<file path="config.mk">
export PLATFORM = sky130hd
export DESIGN_NAME = cbz_ctrl
export DESIGN_NICKNAME = d
export VERILOG_FILES = /design/src/hdl/cbz_pkg.sv /design/src/hdl/cbz_ctrl.sv
export SDC_FILE = /design/constraint.sdc
export NUM_CORES = 1
export LEC_CHECK = 0
export BUFFER_PORTS_ARGS = -buffer_cell sky130_fd_sc_hd__clkbuf_2
export CAP_MARGIN = 5
export CELL_PAD_IN_SITES_DETAIL_PLACEMENT = 0
export CELL_PAD_IN_SITES_GLOBAL_PLACEMENT = 1
export CORE_UTILIZATION = 40
export CTS_CLUSTER_DIAMETER = 50
export DETAILED_ROUTE_END_ITERATION = 7
export PLACE_DENSITY_LB_ADDON = 0.1
export SYNTH_ARGS = -nofsm -noshare
export SYNTH_HDL_FRONTEND = slang
export SYNTH_SLANG_ARGS = --single-unit
</file>
<file path="constraint.sdc">
create_clock -name clk -period 4.61 [get_ports clk]
set_input_delay 0.6915 -clock clk [delete_from_list [all_inputs] [get_ports clk]]
set_output_delay 0.6915 -clock clk [all_outputs]
set_load 0.01 [all_outputs]
</file>
<file path="src/hdl/cbz_pkg.sv">
package cbz_pkg;

  localparam int SYMBOL_COUNT_DEF  = 256;
  localparam int COUNT_BITS_DEF    = 20;
  localparam int MAX_PROB_BITS_DEF = 16;

  localparam int         TBL_W           = 16;
  localparam logic [4:0] PROB_BITS_RESET = 5'd12;

  localparam logic [1:0] OPC_COUNT = 2'd0;
  localparam logic [1:0] OPC_BUILD = 2'd1;
  localparam logic [1:0] OPC_READ  = 2'd2;

  localparam logic [1:0] ST_OK       = 2'd0;
  localparam logic [1:0] ST_EMPTY    = 2'd1;
  localparam logic [1:0] ST_NO_DONOR = 2'd2;
  localparam logic [1:0] ST_OVERFLOW = 2'd3;

  typedef enum logic [4:0] {
    S_IDLE, S_CNT_RD, S_CNT_WR, S_TBL_RD, S_TBL_RES, S_B_START, S_ZF,
    S_B_RD, S_B_ACC, S_B_MUL, S_B_DIVI, S_B_DIV, S_B_WR, S_R_START,
    S_R_RDA, S_R_RDB, S_R_CHK, S_R_NEXT, S_F_INIT, S_F_FIRST, S_F_SCAN,
    S_F_DEC, S_S_RD, S_S_WR, S_FIN_OK, S_FIN_ND, S_CLR, S_FINISH
  } state_t;

  typedef enum logic [4:0] {
    OP_NONE, OP_TAKE, OP_CNT_RD, OP_CNT_WR, OP_TBL_RD, OP_RD_RES,
    OP_ZF_INIT, OP_ZF_WR, OP_B_INIT, OP_B_RD, OP_B_ACC, OP_B_MUL,
    OP_DIV_INIT, OP_DIV_STEP, OP_B_WR, OP_R_INIT, OP_R_RDA, OP_R_RDB,
    OP_R_NEXT, OP_F_INIT, OP_F_FIRST, OP_F_SCAN, OP_S_INIT, OP_S_RD,
    OP_S_WR, OP_FIN_OK, OP_FIN_ND, OP_CLR, OP_LOAD
  } dp_op_t;

  typedef struct packed {
    logic total_zero;
    logic ptr_end;
    logic ptr_top;
    logic div_last;
    logic same;
    logic jp_top;
    logic jp_hi;
    logic found;
    logic out_free;
  } dp_status_t;

endpackage

</file>
<file path="src/hdl/cbz_ctrl.sv">
module cbz_ctrl (
  input  logic               clk,
  input  logic               rst,
  input  logic               in_valid,
  output logic               in_stall,
  input  logic [1:0]         opcode,
  input  cbz_pkg::dp_status_t st,
  output cbz_pkg::dp_op_t    op
);
  import cbz_pkg::*;

  state_t state, state_next;

  always_ff @(posedge clk) begin
    if (rst) state <= S_IDLE;
    else     state <= state_next;
  end

  always_comb begin
    state_next = state;
    unique case (state)
      S_IDLE: begin
        if (in_valid) begin
          case (opcode)
            OPC_COUNT: state_next = S_CNT_RD;
            OPC_BUILD: state_next = S_B_START;
            OPC_READ:  state_next = S_TBL_RD;
            default:   state_next = S_IDLE;
          endcase
        end
      end
      S_CNT_RD:  state_next = S_CNT_WR;
      S_CNT_WR:  state_next = S_IDLE;
      S_TBL_RD:  state_next = S_TBL_RES;
      S_TBL_RES: state_next = S_FINISH;
      S_B_START: state_next = st.total_zero ? S_ZF : S_B_RD;
      S_ZF:      if (st.ptr_end) state_next = S_CLR;
      S_B_RD:    state_next = S_B_ACC;
      S_B_ACC:   state_next = S_B_MUL;
      S_B_MUL:   state_next = S_B_DIVI;
      S_B_DIVI:  state_next = S_B_DIV;
      S_B_DIV:   if (st.div_last) state_next = S_B_WR;
      S_B_WR:    state_next = st.ptr_top ? S_R_START : S_B_RD;
      S_R_START: state_next = S_R_RDA;
      S_R_RDA:   state_next = S_R_RDB;
      S_R_RDB:   state_next = S_R_CHK;
      S_R_CHK: begin
        if (st.same)         state_next = S_F_INIT;
        else if (st.ptr_top) state_next = S_FIN_OK;
        else                 state_next = S_R_NEXT;
      end
      S_R_NEXT:  state_next = S_R_RDA;
      S_F_INIT:  state_next = S_F_FIRST;
      S_F_FIRST: state_next = S_F_SCAN;
      S_F_SCAN:  if (st.jp_top) state_next = S_F_DEC;
      S_F_DEC:   state_next = st.found ? S_S_RD : S_FIN_ND;
      S_S_RD:    state_next = S_S_WR;
      S_S_WR: begin
        if (!st.jp_hi)       state_next = S_S_RD;
        else if (st.ptr_top) state_next = S_FIN_OK;
        else                 state_next = S_R_NEXT;
      end
      S_FIN_OK:  state_next = S_CLR;
      S_FIN_ND:  state_next = S_CLR;
      S_CLR:     state_next = S_FINISH;
      S_FINISH:  if (st.out_free) state_next = S_IDLE;
      default:   state_next = S_IDLE;
    endcase
  end

  always_comb begin
    in_stall = 1'b1;
    op       = OP_NONE;
    unique case (state)
      S_IDLE: begin
        in_stall = 1'b0;
        if (in_valid) op = OP_TAKE;
      end
      S_CNT_RD:  op = OP_CNT_RD;
      S_CNT_WR:  op = OP_CNT_WR;
      S_TBL_RD:  op = OP_TBL_RD;
      S_TBL_RES: op = OP_RD_RES;
      S_B_START: op = st.total_zero ? OP_ZF_INIT : OP_B_INIT;
      S_ZF:      op = OP_ZF_WR;
      S_B_RD:    op = OP_B_RD;
      S_B_ACC:   op = OP_B_ACC;
      S_B_MUL:   op = OP_B_MUL;
      S_B_DIVI:  op = OP_DIV_INIT;
      S_B_DIV:   op = OP_DIV_STEP;
      S_B_WR:    op = OP_B_WR;
      S_R_START: op = OP_R_INIT;
      S_R_RDA:   op = OP_R_RDA;
      S_R_RDB:   op = OP_R_RDB;
      S_R_CHK:   op = OP_NONE;
      S_R_NEXT:  op = OP_R_NEXT;
      S_F_INIT:  op = OP_F_INIT;
      S_F_FIRST: op = OP_F_FIRST;
      S_F_SCAN:  op = OP_F_SCAN;
      S_F_DEC:   op = OP_S_INIT;
      S_S_RD:    op = OP_S_RD;
      S_S_WR:    op = OP_S_WR;
      S_FIN_OK:  op = OP_FIN_OK;
      S_FIN_ND:  op = OP_FIN_ND;
      S_CLR:     op = OP_CLR;
      S_FINISH:  if (st.out_free) op = OP_LOAD;
      default:   op = OP_NONE;
    endcase
  end

endmodule

</file>
; Yosys cells after proc, flatten, opt, wreduce, memory -nomap -nowiden
; Index checks and enable logic that the tools add are counted.
[word_totals]
out_inout_bits = 6
register_bits = 5
in_bits = 14
word_cells = 59
[op_classes]
n_mux = 18
n_reduce_logical = 6
n_eq_ne = 34
[op_table]
columns = cell, count
row1 = 5-bit case mux with 27 select lines, 1
row2 = 5-bit case mux with 24 select lines, 1
row3 = 5-bit equality test (second input constant), 12
row4 = 5-bit by 4-bit equality test with 1-bit output (second input constant), 8
row5 = 5-bit 2-to-1 mux, 6
row6 = 4-bit 2-to-1 mux, 6
row7 = 5-bit by 3-bit equality test with 1-bit output (second input constant), 4
row8 = 5-bit by 2-bit equality test with 1-bit output (second input constant), 2
row9 = 2-bit != test (second input constant), 5
row10 = 3-bit case mux with 3 select lines, 1
row11 = 2-bit OR reduction, 3
row12 = 5-bit by 1-bit equality test with 1-bit output (second input constant), 1
row13 = 5-bit zero test, 1
row14 = 5-bit AND reduction, 1
row15 = 1-bit 2-to-1 mux, 3
row16 = 2-bit by 1-bit equality test with 1-bit output (second input constant), 1
row17 = 2-bit equality test (second input constant), 1
row18 = 2-bit zero test, 1

; Longest topological paths before layout
; Gate-level depths: netlist of the first run.
[logic_depth]
word_depth = 4
depth_mapped = 7
ltp_nobuf = 5

; Least setup slack after synthesis of the first run
; Ideal clock, no wire load.
[synth_path]
path_kind = reg-to-output
startpoint = register state[3]
endpoint = output port op[4]
t_required_ps = 3919
path_slack_ps = 2472
path_buffers = 3
stages_incl_launch_ff = 8
t_arrival_ps = 1446
cell_sequence = dfxtp_1 clkbuf_1 buf_2 buf_2 nor3_1 nor2_1 o22ai_1 a21oi_1
[synth_between]
elab_chain_len = 2
word_cells_on_any_way = 28
classes_between = eq/ne: 26 / mux: 1 / reduce/logical: 1
[synth_rtl]
columns = item, line_no
row1 = "start, declared", cbz_ctrl.sv:12  ; state_t state, state_next;
row2 = "start signal, assigned", cbz_ctrl.sv:16  ; else state <= state_next;
row3 = "5-bit equality test, or another cell as far along", cbz_ctrl.sv:74  ; unique case (state)
row4 = 5-bit case mux with 27 select lines (*), cbz_ctrl.sv:74
row5 = "end, declared", cbz_ctrl.sv:8  ; output cbz_pkg::dp_op_t op
; Every way passes the cells marked *; elsewhere a longest branch is shown, timed or not.

; Final worst setup path of the first run
[layout_path]
startpoint = register state[3]
endpoint = output port op[1]
; Same word-level chain as after synthesis.

==> impl_metrics.py, run 1 <==
metrics = {
    "layout": {
        "fillCellCount": 232,
        "drive_above_1_share": 0.2041,
        "area_growth_pct": 11.08,
        "instances_no_fill": 174,
        "largest_reg_flops": 5,
        "antenna_cells": 0,
        "reg_top3": "state (5)",
        "regMostFlops": "state",
        "finalNetCount": 162,
    },
    "worst_setup_path": {
        "critPathCaptureType": "output pin",
        "cp-start-kind": "flip-flop",
        "path_class": "flip-flop to output pin",
        "regToRegSetupSlack_ns": 2.21,
        "critical_path_peak_fanout": 33,
        "r2r_cells": 5,
        "crit_end": "op[1]",
        "startpoint": "state[3]",
        "r2r-end": "state[0]",
        "r2r-start": "state[1]",
        "cp.required_ns": 3.92,
        "cp.arrival_ns": 2.15,
    },
    "clocking": {
        "clock_sinks": 5,
        "clock_latency_ns": 0.25,
        "clockRootBuffer": "clkbuf_4",
        "htreeDepth": 1,
        "holdBufCountCts": 0,
        "tritoncts": "built",
        "clk_pin_slew_ns": 0.05,
        "tritoncts.num_buffers": 3,
        "cts_buffer_depth": 2,
        "cts.repair.resized": 0,
        "cts_setup_buffers": 0,
    },
    "sta": {
        "fin_crit_sh": 0.6162,
        "period_minus_slack_ns": 2.841,
        "maxClockFrequency_ghz": 0.3520,
        "slew_violations": 0,
        "slew_headroom": 0.3419,
        "hold_viol_final": 0,
        "fin_setup_tns_ns": 0,
        "skew_ns": 0.008993,
        "worstMarginPinSlew_ns": 0.9858,
        "rsz0062_at_grt": "no",
        "setup_violations": 0,
    },
    "logic_synthesis": {
        "synthCells": 136,
        "yosysUniqueCellTypes": 45,
        "yosysTopAreaCell": "dfxtp_1",
        "synth_area_leaders": "dfxtp_1, a21oi_1, o21ai_0, nand2_1, nor2_1",
        "synth-seq-cells": 5,
        "synth_nets": 150,
        "synth-seq-area-share": 0.1108,
        "syn_area_per_cell_um2": 6.642,
        "synth_area_um2": 903.4,
        "yosysWarnings": 0,
        "yosysTopAreaCellShare": 0.1108,
    },
    "placement": {
        "dpl.cell_count": 170,
        "port_buffers": 19,
        "place_congestion": 0.8117,
        "place_hpwl_um": 1721,
    },
    "drt": {
        "vias": 1055,
        "drtPass1Iterations": 4,
        "ant_nets": 0,
        "wirelength_um": 2558,
        "wl_per_cell_um": 14.70,
        "drc": 0,
        "drt-vias-per-instance": 6.063,
        "first_iter_violations": 27,
    },
    "global_routing": {
        "use_met2": 0.3063,
        "antenna_found_initial": 0,
        "met3_usage": 0.03704,
        "grt_pass1_vias": 897,
        "use_met1": 0.3210,
        "grt.busiest_layer": "met1",
        "grt-ovfl-total": 0,
        "grtUsageTotal": 0.2138,
        "grt_max_degree": 34,
        "grt_pass1_wl_um": 4146,
    },
    "pwr": {
        "leakage_uw": 0.0003716,
        "p_per_area_nw_per_um2": 525.6,
        "ir_drop_mv": 0.3869,
    },
    "die": {
        "rows": 16,
        "start_util": 0.4424,
        "die_h_um": 49.52,
        "die-area_um2": 2452,
        "dieWidth_um": 49.52,
        "ios": 20,
        "core_area_um2": 2042,
    },
    "worst_hold_path": {
        "hold_class": "input pin to flip-flop",
    },
    "flow_run": {
        "maxCapViolCount": 0,
    },
    "outcome": {
        "outcome": "finished, final reports clean",
    },
}
==> worst max-delay path, stage by stage (launching register included) <==
cell	delay, ns
dfxtp_1	0.97
nor2b_1	0.44
nor2_1	0.10
xnor2_1	0.14
a21oi_1	0.11
clkbuf_2	0.14
==> area by class of cell <==
class                      instances  area, um^2  area share
clock buffer                       4       26.28     0.02618
inverter                           4       15.01     0.01496
multi-input combinational        113       718.2      0.7157
sequential                         5       100.1     0.09975
tap                               27       33.78     0.03367
timing repair buffer              21       110.1      0.1097
==> cells in the mapped netlist, drive strengths merged <==
master,count
a21oi,15
nor2,15
nand2,14
o21ai,11
buf,9
clkbuf,5
dfxtp,5
inv,4
nand2b,4
nor3b,4
o2bb2ai,4
a2111oi,3
nor2b,3
o22ai,3
a211oi,2
a32oi,2
and3,2
maj3,2
mux2i,2
o211a,2
o21a,2
o221ai,2
o31ai,2
or3,2
a21bo,1
a21o,1
a221oi,1
a22o,1
a22oi,1
a311oi,1
and2,1
nand4,1
nor3,1
nor4,1
o211ai,1
o32a,1
o32ai,1
or3b,1
or4,1
or4b,1
xnor2,1
==> metrics by stage <==
| stage | setup WS, ns | utilization | total power (uW) | instance area [um^2] | hold WS (ns) |
|---|---|---|---|---|---|
| 2_1_floorplan | 2.472 | - | 384.6 | 903.4 | 0.6708 |
| 3_3_place_gp | 2.080 | 0.4786 | 471.5 | 977.2 | 0.7024 |
| 3_5_place_dp | 2.055 | 0.4786 | 472.4 | 977.2 | 0.7091 |
| 4_1_cts | 1.794 | 0.4914 | 527.0 | 1003 | 0.6738 |
| 5_1_grt | 1.590 | 0.4914 | 576.7 | 1003 | 0.6627 |
| 6_report | 1.769 | 0.4914 | 527.4 | 1003 | 0.6788 |
==> kinds of logic after synthesis <==
logic type | Yosys count | share of synthesized area
flops | 5 | 0.1108
mux | 2 | 0.02216
xor+xnor | 1 | 0.009697
compound gates | 57 | 0.4418
fa+ha+maj | 2 | 0.02216
simple gates | 51 | 0.2992
buf+inv | 18 | 0.09418
==> metal layers <==
layer / share of wire / vias up
met5: 0 / -
met4: 0.011 / 0
met3: 0.041 / 4
met2: 0.44 / 27
met1: 0.50 / 490
li1: - / 534
==> power breakdown <==
part	switching (uW)	internal [uW]	total, uW
clock	19.1	32.8	51.9
combinational	209	158	367
sequential	52.9	55.9	109
total	281	247	527
==> worst min path at each step <==
stage / start / end / slack, ns / depth (start not counted)
after global placement: state[2] / state[2] / 0.70 / 2
after detailed placement: state[2] / state[2] / 0.71 / 2
final: rst / state[4] / 0.68 / 2
after global routing: rst / state[4] / 0.66 / 2
after CTS: rst / state[4] / 0.67 / 2
after floorplan: state[0] / state[0] / 0.67 / 3
==> placed cells by master, fill, tap and decap left out, drive strengths merged, types with 4 or more instances in the layout <==
master   count
nor2        15
nand2b       4
o21ai       11
a21oi       15
clkbuf      23
dfxtp        5
nand2       14
o2bb2ai      4
inv          4
nor3b        4
(Power assumes the default switching activity.)
==> run 2, diff against run 1 <==
--- a/config.mk
+++ b/config.mk
@@ -9,7 +9,7 @@
 export CAP_MARGIN = 5
 export CELL_PAD_IN_SITES_DETAIL_PLACEMENT = 0
 export CELL_PAD_IN_SITES_GLOBAL_PLACEMENT = 1
-export CORE_UTILIZATION = 40
+export CORE_UTILIZATION = 34
 export CTS_CLUSTER_DIAMETER = 50
 export DETAILED_ROUTE_END_ITERATION = 7
 export PLACE_DENSITY_LB_ADDON = 0.1
==> constraint.sdc (replaced) <==
create_clock -name clk -period 2.46 [get_ports clk]
set_input_delay 0.369 -clock clk [delete_from_list [all_inputs] [get_ports clk]]
set_output_delay 0.369 -clock clk [all_outputs]
set_load 0.01 [all_outputs]
==> run 2 against run 1 <==
Effect of this change: power is 100% higher; via count is 5.9% higher; clock-buffer cell count stayed put; routed wire length is 7.8% higher; setup slack worse by 1.5 ns; clock skew is 0.0050 ns lower; critical path type unchanged; largest power group unchanged; sequential power is 68% higher.
==> impl_metrics.py, run 2 (synthesis gave the netlist of run 1 again) <==
metrics = {
    "outcome": {
        "outcome": "finished, final reports clean",
    },
    "placement": {
        "dpl.cell_count": 183,
        "placed_area_um2": 1056,
        "place_congestion": 0.8215,
        "place_hpwl_um": 2080,
        "port_buffers": 19,
    },
    "worst_hold_path": {
        "hold_class": "input pin to flip-flop",
    },
    "drt": {
        "ant_nets": 0,
        "wl_per_cell_um": 14.74,
        "drt-vias-per-instance": 5.973,
        "first_iter_violations": 35,
        "drtPass1Iterations": 4,
        "vias": 1117,
        "wirelength_um": 2757,
        "drc": 0,
    },
    "global_routing": {
        "grt_pass1_wl_um": 4360,
        "grt_max_degree": 22,
        "grt-ovfl-total": 0,
        "grt_pass1_vias": 940,
        "antenna_found_initial": 0,
        "grtUsageTotal": 0.2100,
    },
    "worst_setup_path": {
        "cpMaxStageDelayCell": "dfxtp_1",
        "path_class": "flip-flop to output pin",
        "cp-start-kind": "flip-flop",
        "cp_cell_sequence": "nor2_1, a22o_1, a22oi_1, o221ai_1, clkbuf_2",
        "critPathCaptureType": "output pin",
        "critical_path_peak_fanout": 20,
        "cp.arrival_ns": 1.86,
        "cp.required_ns": 2.09,
        "max_stage_delay_ns": 0.72,
        "path_buf_inv": 1,
        "path_delay_family": "flip-flops",
    },
    "clocking": {
        "holdBufCountCts": 0,
        "cts_buffer_depth": 2,
        "tritoncts": "built",
        "htreeDepth": 1,
        "clk_pin_slew_ns": 0.05,
        "cts_setup_buffers": 0,
        "clock_sinks": 5,
        "clockRootBuffer": "clkbuf_4",
        "tritoncts.num_buffers": 3,
        "clock_latency_ns": 0.24,
        "cts.repair.resized": 0,
    },
    "layout": {
        "reg_top3": "state (5)",
        "regMostFlops": "state",
        "drive_above_1_share": 0.2548,
        "layout_common_cells": "clkbuf_2, a21oi_1, nand2_1, nor2_1, buf_4",
        "finalNetCount": 172,
        "largest_reg_flops": 5,
        "antenna_cells": 0,
        "final_area_um2": 1082,
        "fillCellCount": 268,
        "instances_no_fill": 187,
        "area_growth_pct": 19.81,
        "final_common_cell": "clkbuf_2",
    },
    "sta": {
        "skew_ns": 0.003980,
        "rsz0062_at_grt": "no",
        "period_minus_slack_ns": 2.233,
        "maxClockFrequency_ghz": 0.4478,
        "slew_headroom": 0.5730,
        "slew_violations": 0,
        "worstMarginPinSlew_ns": 0.6397,
        "fin_setup_tns_ns": 0,
        "fin_crit_sh": 0.9077,
        "timing.hold.ws_ns": 0.3486,
        "setup_violations": 0,
        "hold_viol_final": 0,
    },
    "die": {
        "ios": 20,
        "die-area_um2": 2867,
        "dieWidth_um": 53.55,
        "die_h_um": 53.55,
        "start_util": 0.3614,
        "core_area_um2": 2500,
        "rows": 18,
    },
    "pwr": {
        "leakage_uw": 0.0004236,
        "ir_drop_mv": 0.5712,
        "power_frac_clock": 0.089,
        "swShare": 0.5081,
        "combPwrFrac": 0.741,
        "p_per_area_nw_per_um2": 991.7,
        "power.share.sequential": 0.170,
        "p_int_uw": 528.0,
        "switching_power_uw": 545.4,
        "p_total_uw": 1073,
    },
    "flow_run": {
        "maxCapViolCount": 0,
    },
}
[run 2: cell count changes in the layout (fill, tap and decap cells not counted)]
cell   previous run  this run
buf_4             2        12
[run 2: metrics by stage]
step | util | setup WS (ns)
after detailed placement | 0.4224 | 0.4716
after CTS | 0.4329 | 0.2422
after global placement | 0.4224 | 0.3017
after floorplan | - | 0.6447
after global routing | 0.4329 | 0.1185
final | 0.4329 | 0.2270
[run 2: cell type report]
class                   count  area, um^2  share of cell area
flip-flops and latches      5       100.1             0.09249
repair buffers             31       185.2              0.1711
inverters                   4       15.01             0.01387
clock buffers               4       26.28             0.02428
well taps                  30       37.54             0.03468
multi-input cells         113       718.2              0.6636
[run 2: worst paths after layout]
| path | start | depth (start not counted) | slack (ns) | end |
|---|---|---|---|---|
| setup reg to reg | state[1] | 6 | 0.45 | state[4] |
| setup / recovery | state[1] | 5 | 0.23 | op[2] |
| hold / removal | rst | 2 | 0.35 | state[4] |
| hold reg to reg | state[0] | 2 | 0.71 | state[0] |
[run 2: power groups by stage]
stage | logic, uW | clock network (uW) | registers [uW]
after CTS | 794 | 98.6 | 179
after floorplan | 597 | 0 | 123
after global routing | 879 | 108 | 188
after detailed placement | 792 | 0 | 180
after global placement | 802 | 0 | 182
final | 795 | 95.4 | 183
[run 2: routing by layer]
metal / vias up / wire length (um) / GRT usage / share of wire
li1: 556 / - / - / -
met1: 528 / 1311 / 0.2874 / 0.48
met2: 33 / 1337 / 0.3458 / 0.48
met3: 0 / 108 / 0.03390 / 0.039
met4: 0 / 0 / 0.03947 / 0
met5: - / 0 / 0 / 0
